<file path="src/design/u16u8_pkg.sv">
package u16u8_pkg;

   localparam logic [15:0] HIGH_FIRST = 16'hD800;
   localparam logic [15:0] HIGH_LAST  = 16'hDBFF;
   localparam logic [15:0] LOW_FIRST  = 16'hDC00;
   localparam logic [15:0] LOW_LAST   = 16'hDFFF;
   localparam logic [20:0] SUPP_BASE  = 21'h10000;

   localparam logic [7:0] REPL_B0 = 8'hEF;
   localparam logic [7:0] REPL_B1 = 8'hBF;
   localparam logic [7:0] REPL_B2 = 8'hBD;

   localparam logic [7:0] LEAD2 = 8'hC0;
   localparam logic [7:0] LEAD3 = 8'hE0;
   localparam logic [7:0] LEAD4 = 8'hF0;
   localparam logic [7:0] CONT  = 8'h80;

   localparam int MAX_BYTES = 6;

   typedef logic [2:0] cnt_type;

   // One request's worth of output bytes, first byte at index 0.
   typedef struct packed {
      logic [MAX_BYTES-1:0][7:0] bytes;
      logic [MAX_BYTES-1:0]      repl;
      cnt_type                   count;
      logic                      last;
   } job_type;

endpackage

</file>
<file path="src/design/u16u8_front.sv">
module u16u8_front (
   input  logic              clock,
   input  logic              reset,
   input  logic              req_valid,
   output logic              req_ready,
   input  logic [15:0]       req_code_unit,
   input  logic              req_last_unit,
   output logic              push_valid,
   output u16u8_pkg::job_type push_job,
   input  logic              queue_full
);
   import u16u8_pkg::*;

   logic            pend_ff, pend_in;
   logic [9:0]      hi_ff;
   logic            is_high, is_low, join_pair, hold;
   logic [20:0]     enc_cp;
   logic [3:0][7:0] enc_b;
   cnt_type         enc_n;
   logic [2:0][7:0] fb;
   cnt_type         fn;
   logic [2:0]      frepl;
   job_type         job;
   logic            accept;

   always_comb begin
      is_high   = req_code_unit inside {[HIGH_FIRST:HIGH_LAST]};
      is_low    = req_code_unit inside {[LOW_FIRST:LOW_LAST]};
      join_pair = pend_ff && is_low;
      hold      = !join_pair && is_high && !req_last_unit;

      // supplementary point: held ten bits, low ten bits, plus 0x10000
      enc_cp = join_pair ? ({1'b0, hi_ff, req_code_unit[9:0]} + SUPP_BASE)
                         : {5'd0, req_code_unit};

      enc_b = '0;
      if (enc_cp <= 21'h7F) begin
         enc_b[0] = {1'b0, enc_cp[6:0]};
         enc_n    = 3'd1;
      end else if (enc_cp <= 21'h7FF) begin
         enc_b[0] = LEAD2 | {3'd0, enc_cp[10:6]};
         enc_b[1] = CONT | {2'd0, enc_cp[5:0]};
         enc_n    = 3'd2;
      end else if (enc_cp <= 21'hFFFF) begin
         enc_b[0] = LEAD3 | {4'd0, enc_cp[15:12]};
         enc_b[1] = CONT | {2'd0, enc_cp[11:6]};
         enc_b[2] = CONT | {2'd0, enc_cp[5:0]};
         enc_n    = 3'd3;
      end else begin
         enc_b[0] = LEAD4 | {5'd0, enc_cp[20:18]};
         enc_b[1] = CONT | {2'd0, enc_cp[17:12]};
         enc_b[2] = CONT | {2'd0, enc_cp[11:6]};
         enc_b[3] = CONT | {2'd0, enc_cp[5:0]};
         enc_n    = 3'd4;
      end

      // unit handled as if nothing were held
      if (hold) begin
         fb    = '0;
         fn    = 3'd0;
         frepl = 3'b000;
      end else if (is_high || is_low) begin
         fb    = {REPL_B2, REPL_B1, REPL_B0};
         fn    = 3'd3;
         frepl = 3'b111;
      end else begin
         fb    = enc_b[2:0];
         fn    = enc_n;
         frepl = 3'b000;
      end

      job      = '0;
      job.last = req_last_unit;
      if (join_pair) begin
         job.bytes[3:0] = enc_b;
         job.count      = 3'd4;
      end else if (pend_ff) begin
         // broken pair: replacement first, then the unit itself
         job.bytes[2:0] = {REPL_B2, REPL_B1, REPL_B0};
         job.bytes[5:3] = fb;
         job.repl       = {frepl, 3'b111};
         job.count      = 3'd3 + fn;
      end else begin
         job.bytes[2:0] = fb;
         job.repl[2:0]  = frepl;
         job.count      = fn;
      end

      accept     = req_valid && !queue_full;
      pend_in    = accept ? hold : pend_ff;
      req_ready  = !queue_full;
      push_valid = accept && (job.count != 3'd0);
      push_job   = job;
   end

   always_ff @(posedge clock) begin
      if (reset) begin
         pend_ff <= 1'b0;
      end else begin
         pend_ff <= pend_in;
      end
   end

   always_ff @(posedge clock) begin
      if (accept && hold) begin
         hi_ff <= req_code_unit[9:0];
      end
   end

endmodule

</file>
<file path="src/design/u16u8_queue.sv">
module u16u8_queue #(
   parameter int DEPTH = 4
) (
   input  logic               clock,
   input  logic               reset,
   input  logic               push_valid,
   input  u16u8_pkg::job_type push_job,
   output logic               full,
   output logic               head_valid,
   output u16u8_pkg::job_type head_job,
   input  logic               pop
);
   import u16u8_pkg::*;

   localparam int PTR_W = $clog2(DEPTH);
   localparam int CNT_W = $clog2(DEPTH + 1);

   job_type            mem_ff [DEPTH];
   logic [PTR_W-1:0]   wr_ptr_ff, wr_ptr_in;
   logic [PTR_W-1:0]   rd_ptr_ff, rd_ptr_in;
   logic [CNT_W-1:0]   cnt_ff, cnt_in;

   always_comb begin
      full       = (cnt_ff == CNT_W'(DEPTH));
      head_valid = (cnt_ff != '0);
      head_job   = mem_ff[rd_ptr_ff];

      wr_ptr_in = wr_ptr_ff;
      if (push_valid) begin
         wr_ptr_in = (wr_ptr_ff == PTR_W'(DEPTH - 1)) ? '0 : wr_ptr_ff + 1'b1;
      end
      rd_ptr_in = rd_ptr_ff;
      if (pop) begin
         rd_ptr_in = (rd_ptr_ff == PTR_W'(DEPTH - 1)) ? '0 : rd_ptr_ff + 1'b1;
      end
      cnt_in = cnt_ff;
      if (push_valid && !pop) begin
         cnt_in = cnt_ff + 1'b1;
      end else if (pop && !push_valid) begin
         cnt_in = cnt_ff - 1'b1;
      end
   end

   always_ff @(posedge clock) begin
      if (reset) begin
         wr_ptr_ff <= '0;
         rd_ptr_ff <= '0;
         cnt_ff    <= '0;
      end else begin
         wr_ptr_ff <= wr_ptr_in;
         rd_ptr_ff <= rd_ptr_in;
         cnt_ff    <= cnt_in;
      end
   end

   always_ff @(posedge clock) begin
      if (push_valid) begin
         mem_ff[wr_ptr_ff] <= push_job;
      end
   end

endmodule

</file>
<file path="src/design/u16u8_back.sv">
module u16u8_back (
   input  logic               clock,
   input  logic               reset,
   input  logic               head_valid,
   input  u16u8_pkg::job_type head_job,
   output logic               pop,
   output logic               rsp_valid,
   input  logic               rsp_ready,
   output logic [7:0]         rsp_out_byte,
   output logic               rsp_last_of_run,
   output logic               rsp_end_of_string,
   output logic               rsp_is_replacement
);
   import u16u8_pkg::*;

   cnt_type    idx_ff, idx_in;
   logic       rsp_valid_ff, rsp_valid_in;
   logic [7:0] byte_ff;
   logic       run_end_ff, eos_ff, repl_ff;
   logic       load, final_byte;

   always_comb begin
      load       = head_valid && (!rsp_valid_ff || rsp_ready);
      final_byte = (idx_ff == head_job.count - 3'd1);
      pop        = load && final_byte;

      idx_in = idx_ff;
      if (load) begin
         idx_in = final_byte ? 3'd0 : idx_ff + 3'd1;
      end

      rsp_valid_in = rsp_valid_ff;
      if (load) begin
         rsp_valid_in = 1'b1;
      end else if (rsp_ready) begin
         rsp_valid_in = 1'b0;
      end
   end

   always_ff @(posedge clock) begin
      if (reset) begin
         idx_ff       <= 3'd0;
         rsp_valid_ff <= 1'b0;
      end else begin
         idx_ff       <= idx_in;
         rsp_valid_ff <= rsp_valid_in;
      end
   end

   always_ff @(posedge clock) begin
      if (load) begin
         byte_ff    <= head_job.bytes[idx_ff];
         run_end_ff <= final_byte;
         eos_ff     <= final_byte && head_job.last;
         repl_ff    <= head_job.repl[idx_ff];
      end
   end

   assign rsp_valid          = rsp_valid_ff;
   assign rsp_out_byte       = byte_ff;
   assign rsp_last_of_run    = run_end_ff;
   assign rsp_end_of_string  = eos_ff;
   assign rsp_is_replacement = repl_ff;

endmodule

</file>
<file path="src/design/utf16_to_utf8_transcoder_unit.sv">
// UTF-16 to UTF-8 transcoder.
// req channel: one UTF-16 code unit per request (req_code_unit) plus
//   req_last_unit marking the final unit of a string. valid/ready.
// rsp channel: one UTF-8 byte per transfer, with flags for the last byte
//   of the request's run, the last byte of the string, and membership in a
//   U+FFFD replacement. valid/ready.
// A request yields 0 to 6 bytes: a held high surrogate gives none until
//   its follower arrives; a broken pair gives EF BF BD and then the
//   follower's own bytes.
// Front classifies and encodes a request combinationally and writes the whole
//   byte group into a QUEUE_DEPTH-entry queue; back drains the head entry
//   one byte per cycle, while rsp is not stalled, into the rsp output register.
// A taken request's first byte passes the queue entry, then the rsp output register.
// Throughput: one rsp byte per cycle while rsp is not stalled, set by the single
//   back-end output register; a request yields up to 6 bytes. req_ready drops
//   only while the queue is full.
// Reset: synchronous, clears the held surrogate, the queue and rsp_valid.
// A stalled receiver holds the rsp byte steady; the queue keeps taking
//   requests until it fills.
module utf16_to_utf8_transcoder_unit #(
   parameter int QUEUE_DEPTH = 4
) (
   input  logic        clock,
   input  logic        reset,
   input  logic        req_valid,
   output logic        req_ready,
   input  logic [15:0] req_code_unit,
   input  logic        req_last_unit,
   output logic        rsp_valid,
   input  logic        rsp_ready,
   output logic [7:0]  rsp_out_byte,
   output logic        rsp_last_of_run,
   output logic        rsp_end_of_string,
   output logic        rsp_is_replacement
);
   import u16u8_pkg::*;

   logic    push_valid, queue_full, head_valid, pop;
   job_type push_job, head_job;

   // classify, hold surrogates, build the byte group
   u16u8_front front_inst (
      .clock         (clock),
      .reset         (reset),
      .req_valid     (req_valid),
      .req_ready     (req_ready),
      .req_code_unit (req_code_unit),
      .req_last_unit (req_last_unit),
      .push_valid    (push_valid),
      .push_job      (push_job),
      .queue_full    (queue_full)
   );

   // decouples the front from rsp back-pressure
   u16u8_queue #(
      .DEPTH (QUEUE_DEPTH)
   ) queue_inst (
      .clock      (clock),
      .reset      (reset),
      .push_valid (push_valid),
      .push_job   (push_job),
      .full       (queue_full),
      .head_valid (head_valid),
      .head_job   (head_job),
      .pop        (pop)
   );

   // serialize bytes into the output register
   u16u8_back back_inst (
      .clock              (clock),
      .reset              (reset),
      .head_valid         (head_valid),
      .head_job           (head_job),
      .pop                (pop),
      .rsp_valid          (rsp_valid),
      .rsp_ready          (rsp_ready),
      .rsp_out_byte       (rsp_out_byte),
      .rsp_last_of_run    (rsp_last_of_run),
      .rsp_end_of_string  (rsp_end_of_string),
      .rsp_is_replacement (rsp_is_replacement)
   );

endmodule

</file>
<file path="config.mk">
export PLATFORM = sky130hd
export DESIGN_NAME = utf16_to_utf8_transcoder_unit
export DESIGN_NICKNAME = d
export VERILOG_FILES = /design/src/design/u16u8_pkg.sv /design/src/design/u16u8_front.sv /design/src/design/u16u8_queue.sv /design/src/design/u16u8_back.sv /design/src/design/utf16_to_utf8_transcoder_unit.sv
export SDC_FILE = /design/constraint.sdc
export NUM_CORES = 1
export LEC_CHECK = 0
export BUFFER_PORTS_ARGS = -buffer_cell sky130_fd_sc_hd__clkbuf_2
export CAP_MARGIN = 15
export CELL_PAD_IN_SITES_DETAIL_PLACEMENT = 2
export CELL_PAD_IN_SITES_GLOBAL_PLACEMENT = 2
export CORE_ASPECT_RATIO = 1.75
export CORE_MARGIN = 2
export CORE_UTILIZATION = 47
export DETAILED_ROUTE_END_ITERATION = 12
export PLACE_DENSITY_LB_ADDON = 0.12
export SETUP_SLACK_MARGIN = 0.2
export SLEW_MARGIN = 10
export SYNTH_ARGS = -nofsm -noshare
export SYNTH_HDL_FRONTEND = slang
export SYNTH_SLANG_ARGS = --single-unit
</file>
<file path="constraint.sdc">
create_clock -name clock -period 6.2 [get_ports clock]
set_input_delay 1.24 -clock clock [delete_from_list [all_inputs] [get_ports clock]]
set_output_delay 1.24 -clock clock [all_outputs]
set_load 0.02 [all_outputs]
</file>
==> flow_summary_export.csv <==
group,metric,value,unit
status,status,"completed",
floorplanning,io_pins,34,
global_routing,met3_usage,2.79,%
layout,area_growth,12.0,%
cts,root_buffer,"clkbuf_16",
synthesis,synthFlopType,"edfxtp_1",
timing,holdWs,498,ps
worst_hold_path,hp-class,"reg -> reg",
global_routing,grt_pass1_wl,43.0,mm
global_routing,met1_usage,31.8,%
synthesis,syn_area_per_cell,16.3,sq um
routing,drc,0,
timing,finalSetupTns,0,ps
synthesis,synth_top_area_share,64.5,%
timing,slew_violations,0,
synthesis,ys_types,71,
cts,cts-hold-fix-buffers,0,
routing,vias_per_cell,6.37,
synthesis,syn_area,10100,sq um
layout,post-route-cell-area,11300,sq um
floorplanning,rows,71,
routing,dr.pass1.iters,5,
timing,fmax,202,MHz
place,placedInstanceArea,10600,sq um
floorplanning,chipWidth,115,microns
cts,cts-htree-levels,1,
layout,layout.cells.non_filler,933,
worst_setup_path,crit_fanout,14,
cts,post-cts-setup-buffer-count,0,
cts,clockBufferDepth,3,
timing,skew,8.41,ps
global_routing,grt_use_met2,46.7,%
worst_setup_path,cp-start-kind,"primary input",
timing,max_slew_margin,36.7,%
layout,n_antenna_cell,0,
flow_run,drv_cap,0,
power,p_per_area,398,nW/um^2
floorplanning,die_h,198,microns
layout,regArea,6800,sq um
global_routing,busiest_layer,"met2",
floorplanning,core_area,21300,sq um
place,dp_slack,799,ps
routing,drtIter0Drc,393,
layout,drive_gt1_share,23.2,%
place,dp_cells,893,
routing,drt_wl_total,28.7,mm
timing,finalSetupViolations,0,
worst_setup_path,cp.required,6630,ps
timing,min_period,4960,ps
synthesis,ys_seq_elements,231,
timing,report.final.hold_viol_count,0,
routing,wl_per_cell,30.7,microns
worst_setup_path,crit_type,"in -> reg",
timing,worst_pin_slew,945,ps
worst_setup_path,crit_chain,"clkbuf_2 > nand4b_1 > o31ai_1 > o2111a_1 > nand2_1 > o21ai_0 > ha_1 > nand2_1 > o32ai_1 > a21boi_1 > o22ai_2 > ha_1 > inv_1 > fa_1 > xor2_1 > or3_1 > a21oi_1",
layout,fillers,1918,
global_routing,gr-total-overflow,0,
worst_setup_path,cp_slowest_cell,"o22ai_2",
routing,route.antenna.remaining_nets,0,
global_routing,grt_max_degree,43,
synthesis,synth_edf_count,217,
synthesis,syn-instance-count,621,
power,leakagePower,3.79,nW
synthesis,ys_top_cells_by_area,"edfxtp_1 (64%), mux4_2 (12%), dfxtp_1 (2.8%)",
global_routing,grt_use_total,26.1,%
synthesis,yosysTopAreaCell,"edfxtp_1",
timing,timing.final.ws_setup,1240,ps
cts,cts_tree,"done",
place,routabilityCongestion,0.831,
worst_setup_path,end_kind,"flip-flop",
cts,cts.sinks,231,
worst_setup_path,slowest_delay,390,ps
layout,fin_nets,694,
cts,ctsResizeCount,0,
floorplanning,die_area,22700,sq um
synthesis,ys_warn_count,0,
cts,clock_latency,510,ps
place,numPortBuffers,33,
power,peakVddDrop,0.270,mV
worst_setup_path,cp.arrival,5390,ps
timing,finalCritPeriodShare,80.0,%
routing,vias,5945,
cts,cts_made_buffers,22,
synthesis,syn-num-nets,653,
synthesis,postSynth.asyncResetShare,0,%
place,dp_hpwl,19.6,mm
power,power,4.50,mW
global_routing,grt_pass1_vias,6681,
layout,utilization,53.1,%
global_routing,grt_antenna_before_repair,0,
floorplanning,start_util,47.4,%
synthesis,yosysSeqAreaShare,67.3,%
cts,path_clk_slew,60,ps
timing,rsz0062_at_grt,"no",
layout,multiInputGateArea,3070,sq um
flip-flops by register name, indices dropped and copies added (netlist names), named ones only:
| signal | count |
|---|---|
| back_inst.idx_ff | 3 |
| queue_inst.wr_ptr_ff | 2 |
| queue_inst.cnt_ff | 3 |
| queue_inst.rd_ptr_ff | 2 |
| back_inst.rsp_valid | 1 |
| back_inst.rsp_is_replacement | 1 |
| front_inst.hi_ff | 10 |
| back_inst.rsp_end_of_string | 1 |
| back_inst.rsp_out_byte | 8 |
| queue_inst.mem_ff | 196 |
| front_inst.pend_ff | 1 |
| back_inst.rsp_last_of_run | 1 |
path summary, 6_finish.rpt:
kind	to	depth (start not counted)	from	slack [ps]
setup / recovery	queue_inst.cnt_ff[2]	17	req_code_unit[13]	1240
hold / removal	back_inst.rsp_valid	2	back_inst.rsp_valid	500
setup reg to reg	queue_inst.cnt_ff[2]	17	front_inst.pend_ff	1600
hold reg to reg	back_inst.rsp_valid	2	back_inst.rsp_valid	500
critical path, delay by kind of cell:
family / cells / cell delay, ps
adder cells (fa/ha/maj): 3 / 960
XOR/XNOR: 1 / 180
AO/OA/AOI/OAI: 7 / 1800
AND/OR/NAND/NOR: 4 / 910
buffers and inverters: 2 / 290
Yosys cell counts (3+ instances only):
cell        n
mux2i_1    16
nand2_1    38
a21oi_1    28
clkbuf_1   15
inv_1      20
buf_4       4
o22ai_1    11
mux4_2     55
a31oi_1     4
nand3_1    10
and3_1      6
edfxtp_1  217
o21ai_0    21
o211ai_1    3
xor2_1      4
nand2b_1    3
o31ai_1     3
buf_2      10
nor3_1     12
or3_1       3
and2_1      8
ha_1       10
nor2_1     37
xnor2_1     7
dfxtp_1    14
o21ai_1     3
where the power goes:
group          internal (mW)  switching, mW
logic                  0.391          0.600
registers               2.06          0.104
clock network          0.787          0.567
layer usage:
metal | vias to the layer above | wire (microns)
met1 | 3151 | 11100
met2 | 174 | 15400
li1 | 2552 | -
met5 | - | 0
met3 | 68 | 959
met4 | 0 | 1220
final cells by class:
type | count | area share [%]
timing repair buffer | 50 | 2.92
sequential | 231 | 60.1
multi-input combinational | 336 | 27.2
tap | 255 | 2.82
clock buffer | 31 | 5.53
inverter | 21 | 0.696
clock inverter | 9 | 0.818
logic make-up after synthesis:
logic type / after synthesis / share of synthesized area [%]
muxes: 72 / 14.0
AOI/OAI and AO/OA: 105 / 7.18
adders and majority gates: 11 / 1.44
DFF: 231 / 67.3
and+or+nand+nor: 137 / 6.80
buffers and inverters: 54 / 2.43
xor gates and xnor gates: 11 / 0.953
layout by cell type, fill, tap and decap left out, drive strengths merged, types with 5 or more instances in the layout:
cell | netlist | routed
nor3 | 12 | 12
o211ai | 5 | 5
mux4 | 55 | 55
mux2i | 16 | 16
o22ai | 12 | 12
dfxtp | 14 | 14
nand3 | 10 | 10
a21oi | 28 | 28
o21ai | 24 | 24
clkinv | 1 | 7
and2 | 8 | 8
edfxtp | 217 | 217
inv | 20 | 20
and3 | 6 | 6
buf | 18 | 17
clkbuf | 15 | 64
ha | 10 | 10
nor2 | 38 | 38
xnor2 | 7 | 7
nand2 | 38 | 38
Power figures use the tool's default switching activity.
